`config.mk`:
```
export PLATFORM = sky130hd
export DESIGN_NAME = inchi_text_extractor
export DESIGN_NICKNAME = d
export VERILOG_FILES = /design/src/hdl/ite_pkg.sv /design/src/hdl/ite_scan_pass.sv /design/src/hdl/ite_out_fifo.sv /design/src/hdl/inchi_text_extractor.sv
export SDC_FILE = /design/constraint.sdc
export NUM_CORES = 1
export LEC_CHECK = 0
export ABC_AREA = 1
export BUFFER_PORTS_ARGS = -buffer_cell sky130_fd_sc_hd__buf_2
export CAP_MARGIN = 10
export CORE_MARGIN = 2
export CORE_UTILIZATION = 45
export CTS_CLUSTER_DIAMETER = 150
export DETAILED_ROUTE_END_ITERATION = 7
export HOLD_SLACK_MARGIN = 0.03
export MAX_ROUTING_LAYER = met4
export PLACE_DENSITY = 0.69
export SLEW_MARGIN = 10
export SYNTH_ARGS = -nofsm -noshare
export SYNTH_HDL_FRONTEND = slang
export SYNTH_SLANG_ARGS = --single-unit
```
`constraint.sdc`:
```
create_clock -name i_clk -period 8.7 [get_ports i_clk]
set_clock_uncertainty 0.2 [all_clocks]
set_input_delay 0.87 -clock i_clk [delete_from_list [all_inputs] [get_ports i_clk]]
set_output_delay 0.87 -clock i_clk [all_outputs]
set_load 0.02 [all_outputs]
```
`src/hdl/ite_pkg.sv`:
```
`default_nettype none

package ite_pkg;

    // Scan modes.
    localparam logic [1:0] MODE_SEARCH = 2'd0;
    localparam logic [1:0] MODE_MATCH  = 2'd1;
    localparam logic [1:0] MODE_UNQ    = 2'd2;
    localparam logic [1:0] MODE_QUOTED = 2'd3;

    // Edit commands for the downstream string buffer.
    localparam logic [1:0] CMD_APPEND = 2'd0;
    localparam logic [1:0] CMD_TRUNC  = 2'd1;
    localparam logic [1:0] CMD_DONE   = 2'd2;

    // Element delimiters and the leading prefix character.
    localparam logic [7:0] CH_LT = 8'h3C;
    localparam logic [7:0] CH_GT = 8'h3E;
    localparam logic [7:0] CH_I  = 8'h49;

    // Length of the identifier prefix.
    localparam int PREFIX_LEN = 6;

    // Scanner state that fits in fixed widths.
    typedef struct packed {
        logic [1:0] mode;
        logic [7:0] prev;
        logic [7:0] quote;
        logic       in_elem;
        logic       after_elem;
        logic       ovf;
    } t_scan;

    // One result item.
    typedef struct packed {
        logic [1:0]  cmd;
        logic [7:0]  data;
        logic [10:0] length;
        logic        ovf;
    } t_result;

    // A result item with its valid flag.
    typedef struct packed {
        logic    vld;
        t_result res;
    } t_emit;

    // Whitespace: space, tab, newline, vertical tab, form feed, carriage return.
    function automatic logic is_space(input logic [7:0] b);
        return (b == 8'h20) || (b inside {[8'h09:8'h0D]});
    endfunction

    // Marker bytes: quotes, backslash, brackets and a few symbols, plus all high bytes.
    function automatic logic is_marker(input logic [7:0] b);
        return b[7] || (b inside {8'h22, 8'h27, 8'h5C, 8'h40, 8'h3C, 8'h3E, 8'h21,
                                  8'h24, 8'h25, 8'h26, 8'h7B, 8'h7D, 8'h5B, 8'h5D});
    endfunction

    // Characters of the prefix "InChI=".
    function automatic logic [7:0] prefix_char(input logic [2:0] idx);
        logic [7:0] c;
        case (idx)
            3'd0: c = 8'h49;
            3'd1: c = 8'h6E;
            3'd2: c = 8'h43;
            3'd3: c = 8'h68;
            3'd4: c = 8'h49;
            3'd5: c = 8'h3D;
            default: c = 8'h00;
        endcase
        return c;
    endfunction

endpackage

`default_nettype wire

```
`src/hdl/ite_scan_pass.sv`:
```
`default_nettype none

module ite_scan_pass import ite_pkg::*; #(
    parameter int MAX_LEN = 1024,
    parameter int LW      = 11
) (
    input  wire logic          i_act,
    input  wire logic [7:0]    i_ch,
    input  wire t_scan         i_st,
    input  wire logic [LW-1:0] i_len,
    input  wire logic [LW-1:0] i_cut,
    output t_scan              o_st,
    output logic [LW-1:0]      o_len,
    output logic [LW-1:0]      o_cut,
    output logic               o_again,
    output t_emit              o_emit
);

    localparam logic [LW-1:0] MAXV     = LW'(MAX_LEN);
    localparam logic [LW-1:0] LAST_IDX = LW'(PREFIX_LEN - 1);
    localparam logic [LW-1:0] PLEN     = LW'(PREFIX_LEN);

    logic            app_req;
    logic            fin;
    logic            emit_v;
    logic [1:0]      emit_cmd;
    logic [7:0]      emit_data;
    logic [LW+10:0]  len_ext;

    always_comb begin
        o_st      = i_st;
        o_len     = i_len;
        o_cut     = i_cut;
        o_again   = 1'b0;
        app_req   = 1'b0;
        fin       = 1'b0;
        emit_v    = 1'b0;
        emit_cmd  = CMD_APPEND;
        emit_data = 8'h00;

        // Decide what this pass does with the byte.
        if (i_act) begin
            if (i_st.mode == MODE_SEARCH) begin
                if (i_ch == CH_I) begin
                    app_req    = 1'b1;
                    o_st.mode  = MODE_MATCH;
                    o_st.quote = i_st.prev;
                end
                o_st.prev = i_ch;
            end else if (i_ch == CH_LT) begin
                if (i_st.after_elem && i_st.mode == MODE_UNQ) begin
                    fin = 1'b1;
                end else begin
                    o_st.in_elem = 1'b1;
                end
            end else if (i_st.in_elem) begin
                if (i_st.after_elem) begin
                    // A non-space byte ends the element and is scanned again.
                    if (!is_space(i_ch)) begin
                        o_st.after_elem = 1'b0;
                        o_st.in_elem    = 1'b0;
                        o_again         = 1'b1;
                    end
                end else if (i_ch == CH_GT) begin
                    o_st.after_elem = 1'b1;
                end
            end else if (is_space(i_ch)) begin
                if (i_st.mode == MODE_UNQ) begin
                    fin = 1'b1;
                end
            end else if (is_marker(i_ch)) begin
                if (i_ch == i_st.quote && i_st.mode != MODE_MATCH) begin
                    fin = 1'b1;
                end else begin
                    // Text between two marker bytes is cut away.
                    if (i_cut != '0) begin
                        if (i_cut < i_len) begin
                            o_len = i_cut;
                        end
                        emit_v   = 1'b1;
                        emit_cmd = CMD_TRUNC;
                    end
                    o_cut = o_len;
                end
            end else if (i_st.mode == MODE_MATCH) begin
                if (i_len < PLEN && prefix_char(i_len[2:0]) == i_ch) begin
                    app_req = 1'b1;
                    if (i_len == LAST_IDX) begin
                        o_st.mode = (is_marker(i_st.quote) && i_st.quote != CH_GT) ?
                                    MODE_QUOTED : MODE_UNQ;
                    end
                end else begin
                    // Prefix mismatch: drop the partial string, rescan in search mode.
                    o_len     = '0;
                    emit_v    = 1'b1;
                    emit_cmd  = CMD_TRUNC;
                    o_st.mode = MODE_SEARCH;
                    o_again   = 1'b1;
                end
            end else begin
                app_req = 1'b1;
            end
        end

        // Append, or flag the overflow when the buffer is full.
        if (app_req) begin
            if (i_len >= MAXV) begin
                o_st.ovf = 1'b1;
            end else begin
                o_len     = i_len + 1'b1;
                emit_v    = 1'b1;
                emit_cmd  = CMD_APPEND;
                emit_data = i_ch;
            end
        end

        if (fin) begin
            emit_v   = 1'b1;
            emit_cmd = CMD_DONE;
        end

        // Build the result from the state as it stands before any completion reset.
        len_ext             = {11'b0, o_len};
        o_emit.vld          = emit_v;
        o_emit.res.cmd      = emit_cmd;
        o_emit.res.data     = emit_data;
        o_emit.res.length   = len_ext[10:0];
        o_emit.res.ovf      = o_st.ovf;

        // A completion returns all state to its reset value.
        if (fin) begin
            o_st  = '0;
            o_len = '0;
            o_cut = '0;
        end
    end

endmodule

`default_nettype wire

```
`src/hdl/ite_out_fifo.sv`:
```
`default_nettype none

module ite_out_fifo import ite_pkg::*; (
    input  wire logic    i_clk,
    input  wire logic    i_rst_n,
    input  wire logic [1:0] i_push_cnt,
    input  wire t_result i_rec_a,
    input  wire t_result i_rec_b,
    input  wire logic    i_pop,
    output logic [2:0]   o_count,
    output t_result      o_head
);

    localparam int DEPTH = 4;

    t_result    r_mem [DEPTH];
    logic [1:0] r_wr;
    logic [1:0] n_wr;
    logic [1:0] r_rd;
    logic [1:0] n_rd;
    logic [2:0] r_count;
    logic [2:0] n_count;
    logic [1:0] wr_b;

    assign wr_b = r_wr + 2'd1;

    // Up to two results enter per cycle, one leaves.
    always_comb begin
        n_wr    = r_wr + i_push_cnt;
        n_rd    = r_rd + {1'b0, i_pop};
        n_count = r_count + {1'b0, i_push_cnt} - {2'b0, i_pop};
    end

    always_ff @(posedge i_clk) begin
        if (!i_rst_n) begin
            r_wr    <= '0;
            r_rd    <= '0;
            r_count <= '0;
        end else begin
            r_wr    <= n_wr;
            r_rd    <= n_rd;
            r_count <= n_count;
        end
    end

    // Result storage.
    always_ff @(posedge i_clk) begin
        if (i_push_cnt != 2'd0) begin
            r_mem[r_wr] <= i_rec_a;
        end
        if (i_push_cnt == 2'd2) begin
            r_mem[wr_b] <= i_rec_b;
        end
    end

    assign o_count = r_count;
    assign o_head  = r_mem[r_rd];

endmodule

`default_nettype wire

```
`src/hdl/inchi_text_extractor.sv`:
```
// An input item passes through the input register and then the result queue; a second
// result of the same item waits in the queue behind the first.
// Throughput: one input item per cycle; results wait in a four-entry queue, and input
// stalls only while an item waits in the input register and that queue holds three or more.
// Reset (synchronous, active low) clears the scanner state, the input register
// and the result queue.
`default_nettype none

module inchi_text_extractor import ite_pkg::*; #(
    parameter int MAX_LEN = 1024
) (
    input  wire logic       i_clk,
    input  wire logic       i_rst_n,
    input  wire logic       i_in_valid,
    output logic            o_in_stall,
    input  wire logic [7:0] i_data_byte,
    input  wire logic       i_end_of_input,
    output logic            o_out_valid,
    input  wire logic       i_out_stall,
    output logic [1:0]      o_command,
    output logic [7:0]      o_out_byte,
    output logic [10:0]     o_new_length,
    output logic            o_overflowed
);

    localparam int LW = $clog2(MAX_LEN + 1);

    // Input register.
    logic       r_in_valid;
    logic       n_in_valid;
    logic [7:0] r_in_byte;
    logic       r_in_eoi;

    // Scanner state.
    t_scan          r_st;
    t_scan          n_st;
    logic [LW-1:0]  r_len;
    logic [LW-1:0]  n_len;
    logic [LW-1:0]  r_cut;
    logic [LW-1:0]  n_cut;

    // Pass chain.
    t_scan          st1, st2, st3;
    logic [LW-1:0]  len1, len2, len3;
    logic [LW-1:0]  cut1, cut2, cut3;
    logic           ag1, ag2, ag3;
    t_emit          e0, e1, e2;

    logic           proc;
    logic           in_take;
    logic           pop;
    logic [1:0]     push_cnt;
    t_result        rec_a;
    t_result        rec_b;
    t_result        done_rec;
    logic [LW+10:0] len_ext;
    logic [2:0]     q_count;
    t_result        head;

    // An item is processed when the queue has room for two results.
    assign proc       = r_in_valid && (q_count <= 3'd2);
    assign o_in_stall = r_in_valid && !proc;
    assign in_take    = i_in_valid && !o_in_stall;
    assign n_in_valid = in_take || (r_in_valid && !proc);

    always_ff @(posedge i_clk) begin
        if (!i_rst_n) begin
            r_in_valid <= 1'b0;
        end else begin
            r_in_valid <= n_in_valid;
        end
    end

    always_ff @(posedge i_clk) begin
        if (in_take) begin
            r_in_byte <= i_data_byte;
            r_in_eoi  <= i_end_of_input;
        end
    end

    // Up to three scan passes over the same byte.
    ite_scan_pass #(.MAX_LEN(MAX_LEN), .LW(LW)) u_pass0 (
        .i_act(1'b1), .i_ch(r_in_byte), .i_st(r_st), .i_len(r_len), .i_cut(r_cut),
        .o_st(st1), .o_len(len1), .o_cut(cut1), .o_again(ag1), .o_emit(e0)
    );

    ite_scan_pass #(.MAX_LEN(MAX_LEN), .LW(LW)) u_pass1 (
        .i_act(ag1), .i_ch(r_in_byte), .i_st(st1), .i_len(len1), .i_cut(cut1),
        .o_st(st2), .o_len(len2), .o_cut(cut2), .o_again(ag2), .o_emit(e1)
    );

    ite_scan_pass #(.MAX_LEN(MAX_LEN), .LW(LW)) u_pass2 (
        .i_act(ag2), .i_ch(r_in_byte), .i_st(st2), .i_len(len2), .i_cut(cut2),
        .o_st(st3), .o_len(len3), .o_cut(cut3), .o_again(ag3), .o_emit(e2)
    );

    // Completion at end of stream carries the current length and overflow flag.
    always_comb begin
        len_ext         = {11'b0, r_len};
        done_rec.cmd    = CMD_DONE;
        done_rec.data   = 8'h00;
        done_rec.length = len_ext[10:0];
        done_rec.ovf    = r_st.ovf;
    end

    // Pack the pass results into at most two queue entries.
    always_comb begin
        rec_a    = e2.res;
        rec_b    = e2.res;
        push_cnt = 2'd0;
        n_st     = r_st;
        n_len    = r_len;
        n_cut    = r_cut;
        if (proc) begin
            if (r_in_eoi) begin
                rec_a    = done_rec;
                push_cnt = 2'd1;
                n_st     = '0;
                n_len    = '0;
                n_cut    = '0;
            end else begin
                if (e0.vld) begin
                    rec_a = e0.res;
                    rec_b = e1.vld ? e1.res : e2.res;
                end else if (e1.vld) begin
                    rec_a = e1.res;
                    rec_b = e2.res;
                end
                push_cnt = {1'b0, e0.vld} + {1'b0, e1.vld} + {1'b0, e2.vld};
                n_st     = st3;
                n_len    = len3;
                n_cut    = cut3;
            end
        end
    end

    always_ff @(posedge i_clk) begin
        if (!i_rst_n) begin
            r_st  <= '0;
            r_len <= '0;
            r_cut <= '0;
        end else begin
            r_st  <= n_st;
            r_len <= n_len;
            r_cut <= n_cut;
        end
    end

    // Result queue and output channel.
    assign pop = o_out_valid && !i_out_stall;

    ite_out_fifo u_fifo (
        .i_clk(i_clk),
        .i_rst_n(i_rst_n),
        .i_push_cnt(push_cnt),
        .i_rec_a(rec_a),
        .i_rec_b(rec_b),
        .i_pop(pop),
        .o_count(q_count),
        .o_head(head)
    );

    assign o_out_valid  = (q_count != 3'd0);
    assign o_command    = head.cmd;
    assign o_out_byte   = head.data;
    assign o_new_length = head.length;
    assign o_overflowed = head.ovf;

endmodule

`default_nettype wire

```
Word level (Yosys, flattened, before mapping)
Memories as Yosys holds them, arrays and structs flattened. A register that Yosys moved wholly into a read port is not among the register bits. Cells that the tools add are included.

Bits in writable memories: 88. Bits of input ports: 13. Output and inout port bits: 24. Word-level logic and storage cells: 496. Register bits after elaboration: 60. Memories kept: 1.

Memory list: u_fifo.r_mem (depth 4, width 22, read ports 1, clocked after memory_dff 1, write ports 2, RTL line ite_out_fifo.sv:16) `t_result r_mem [DEPTH];`.

Magnitude comparators: 12. Reductions and logical operators: 44. Muxes and demuxes: 320. Add/sub/neg operators: 10. Equal/unequal tests: 95.

Operators by type and width (number): $mux 11 (66); $eq 8x6->1 const B (33); $mux 8 (29); $eq 8x7->1 const B (25); $mux 22 (7); $mux 2 (69); $mux 1 (137); $pmux 7 s5 (3); $mux 21 (4); $reduce_bool 14->1 (4); $eq 8x8->1 (6); $mux 16 (3); $mux 20 (2); $add 11x1->11 const B (3); $eq 11x3->1 const B (3); $ge 11x11->1 const B (3); $lt 11x11->1 (3); $lt 11x3->1 const B (3); $reduce_bool 11->1 (3); $ne 8x6->1 const B (3); $eq 3x2->1 const B (6); $eq 3x3->1 const B (6); $logic_and 1x1->1 (17); $eq 3x1->1 const B (3); 19 further kinds (40).

Longest topological paths before layout
Depth after elaboration: 73. Gate-level depth with buffers: 43. Depth with buffers taken out: 42.

Modules after synthesis
Synthesis repeated with hierarchy kept, for this count alone.

Cell total of the unflattened synthesis: 2712. Area total of the unflattened synthesis: 16654.7 µm².

Modules (own cells, without submodules): ite_out_fifo (seq. area each 2782.7 µm², cells each 532, area an instance 5186.2 µm², instances 1); inchi_text_extractor (seq. area each 1151.1 µm², cells each 659, area an instance 3798.6 µm², instances 1); ite_scan_pass at u_pass1 (seq. area each 0.0 µm², cells each 518, area an instance 2623.8 µm², instances 1); ite_scan_pass at u_pass2 (seq. area each 0.0 µm², cells each 515, area an instance 2620.0 µm², instances 1); ite_scan_pass at u_pass0 (seq. area each 0.0 µm², cells each 488, area an instance 2426.1 µm², instances 1).

Worst setup path before layout
No wires, ideal clock.

Path type: flip-flop to flip-flop. Start: register r_len[1]. End: memory u_fifo.r_mem[0][0] (netlist name), enable pin. Path buffers: 1. Data required time: 8.068 ns. Clock period less this slack: 6.888 ns. Slack: 1.812 ns. Data arrival time: 6.256 ns. Setup time: 0.432 ns. Stages on the path, launching flop included: 38. Cells stage by stage: dfxtp_1 -> inv_2 -> ha_1 -> o21ai_2 -> nand2_1 -> nand2_1 -> nand2_1 -> nor2_1 -> nand3_1 -> nand2_1 -> nand3_2 -> nand2_4 -> nand2_2 -> buf_6 -> nand3_2 -> nand2_4 -> nand2_2 -> inv_1 -> (+2 left out) -> inv_1 -> nand2_1 -> or2_2 -> nand2_1 -> xor2_1 -> nor2_1 -> nand3_1 -> nand2_2 -> nand2_1 -> nand2_1 -> nor2_1 -> o21ai_0 -> nand3_1 -> fa_1 -> nor2_1 -> nor2_1 -> a21oi_1 -> o21ai_0.

RTL lines: start: declaration (RTL line inchi_text_extractor.sv:37) `logic [LW-1:0] r_len;`; start signal: assignment (RTL line inchi_text_extractor.sv:144) `r_len <= n_len;`; end: declaration (RTL line ite_out_fifo.sv:16).

==> flow_summary.yaml <==
drt:
  wl_per_cell_um: 20.1
  viasPerCell: 5.86
  num_vias: 12000
  ant_nets: 0
  dr.pass1.iters: 7
  routed_wl_um: 41300
  drtIter0Drc: 1173
  drc_errors: 0
cells_and_area:
  layout.nets: 1765
  syn_to_final_growth_pct: 8.81
  drive_gt1_share_pct: 11.4
  seqCellArea_um2: 3930
  layout_commonest_cell: "nand2_1"
  n_fill_cell: 2550
  diodes: 0
  final_util_pct: 50.1
  mostFrequentLayoutCells: "501 x nand2_1, 187 x nor2_1, 127 x o21ai_0"
  multi_input_area_um2: 6820
synth:
  seq_area_frac_synth_pct: 33.7
  syn_inst: 1704
  synth_top_cell_area_share_pct: 25.0
  synth_top_area_cell: "edfxtp_1"
  synth-edff-count: 97
  synth_cell_types: 63
  synth-warning-count: 0
  synthesis.area_um2: 11700
  synth_area_leaders: "edfxtp_1 25%, nand2_1 16%, dfxtp_1 8.8%, nor2_1 6.1%, o21ai_0 5.6%"
  synthArstFlopShare_pct: 0
  avgSynthCellArea_um2: 6.84
  ys_seq_elements: 148
  ys.flop_type: "edfxtp_1"
timing:
  finalSetupViolations: 0
  layout_min_cycle_time_ns: 7.82
  slew_headroom_pct: 29.3
  drv_slew: 0
  rsz0062_at_grt: "no"
  fin_crit_sh_pct: 89.9
  worst_slack_ns: 0.881
  fmax_ghz: 0.128
  worst_pin_slew_ns: 1.06
  hold_viol: 0
  setup_tns_ns: 0
grt:
  grt_first_pass_wirelength_um: 62900
  overflow: 0
  grt_pass1_vias: 10900
  track_usage_pct: 31.7
  grt_start_max_net_pins: 61
  antenna_found_initial: 0
worst_setup_path:
  cp_slowest_cell: "edfxtp_1"
  worstPathRequired_ns: 8.60
  arrival_ns: 7.72
  crit_fanout: 22
  startpoint_type: "flop"
  cpPeakStageDelay_ns: 0.76
  crit_type: "flop to flop"
  critPathCaptureType: "flop"
clocking:
  clockBufferDepth: 2
  htree_num_levels: 4
  ctsResizeCount: 0
  cts_made_buffers: 17
  hold_buffers: 0
  path_clk_slew_ns: 0.07
  clock-sinks: 148
  cts_setup_buffers: 0
  root_buffer: "clkbuf_16"
  cts_tree: "done"
  clock_latency_ns: 0.44
power:
  vdd_drop_max_uv: 139
  cellLeakagePower_uw: 0.00543
  p_per_area_nw_per_um2: 164
die:
  die-area_um2: 27200
  coreArea_um2: 25300
  std_cell_rows: 58
  die_h_um: 165
  initial_utilization_pct: 46.0
  io_pins: 37
  die_x_um: 165
place:
  io_buffers: 36
  gp_routability_congestion: 1.05
  dp_slack_ns: 1.03
  hpwlAfterDp_um: 30600
hold_path:
  hp-class: "flop to flop"
status:
  outcome: "complete, no violations"
job:
  cap_violations: 0
## metrics by stage
stage          hold WS, ns  total power, uW  instances  area [um2]
2_1_floorplan        0.245             1160       1707       11700
3_3_place_gp         0.255             1320       2023       12100
3_5_place_dp         0.260             1330       2023       12100
4_1_cts              0.271             2090       2055       12700
5_1_grt              0.284             2170       2055       12700
6_report             0.270             2080       2055       12700
## final timing paths
path | end | cells after the start | slack, ns | start
max | u_fifo.r_mem[2][13] | 38 | 0.88 | r_in_byte[1]
min | r_st[12] | 2 | 0.27 | r_st[12]
max reg2reg | u_fifo.r_mem[2][13] | 38 | 0.88 | r_in_byte[1]
min reg2reg | r_st[12] | 2 | 0.27 | r_st[12]
## synth_stat cells, drive strengths merged (2+ instances only)
master   count
nand2      531
nor2       200
o21ai      164
inv        145
nand3      130
edfxtp      97
a21oi       94
dfxtp       51
clkbuf      43
ha          38
o211ai      31
buf         30
o22ai       30
nand4       25
xor2        21
nor3        12
a211oi       9
nor4         6
nand3b       5
xnor2        5
a221oi       4
a31oi        4
or2          4
a21boi       3
o2111ai      3
and2         2
fa           2
o21bai       2
o221ai       2
## critical path: cells and delay by family (launching register included)
family / cells / cell delay [ns]
and+or+nand+nor: 22 / 3.01
buffers and inverters: 10 / 2.09
adders and majority gates: 3 / 0.89
DFF: 1 / 0.76
AOI/OAI and AO/OA: 2 / 0.27
xor gates and xnor gates: 1 / 0.19
## state kept, by name, indices dropped and copies added (netlist names), 2 cells and up
name            count
u_fifo.r_mem       88
u_fifo.r_rd         2
r_cut              11
u_fifo.r_wr         2
u_fifo.o_count      3
r_st               20
r_len              11
r_in_byte           8
## report_power, final
group / internal [uW] / switching [uW] / leakage [uW] / total [uW]
clock: 390 / 384 / 0.000292 / 774
sequential: 779 / 24.4 / 0.00127 / 803
combinational: 146 / 356 / 0.00386 / 502
## kinds of logic after synthesis
| kind of cell | after synthesis | share of synthesized area (%) |
|---|---|---|
| and+or+nand+nor | 916 | 34.2 |
| AOI/OAI and AO/OA | 353 | 17.5 |
| buffers and inverters | 219 | 8.05 |
| DFF | 148 | 33.7 |
| adders and majority gates | 40 | 4.42 |
| xor gates and xnor gates | 26 | 1.95 |
| other | 1 | 0.0322 |
| muxes | 1 | 0.118 |
## layer usage
layer  wire length [um]  track usage [%]
met5                  0                -
met4               1420             12.3
met3               3870             4.37
met2              18600             49.3
met1              17400             42.1
## area by class of cell
type	instances	area share (%)
multi-input cells	1340	53.8
well taps	330	3.26
clock buffers	17	3.35
flip-flops and latches	148	31.0
inverters	146	4.38
clock inverters	15	1.46
repair buffers	59	2.78
Power figures use the tool's default switching activity.
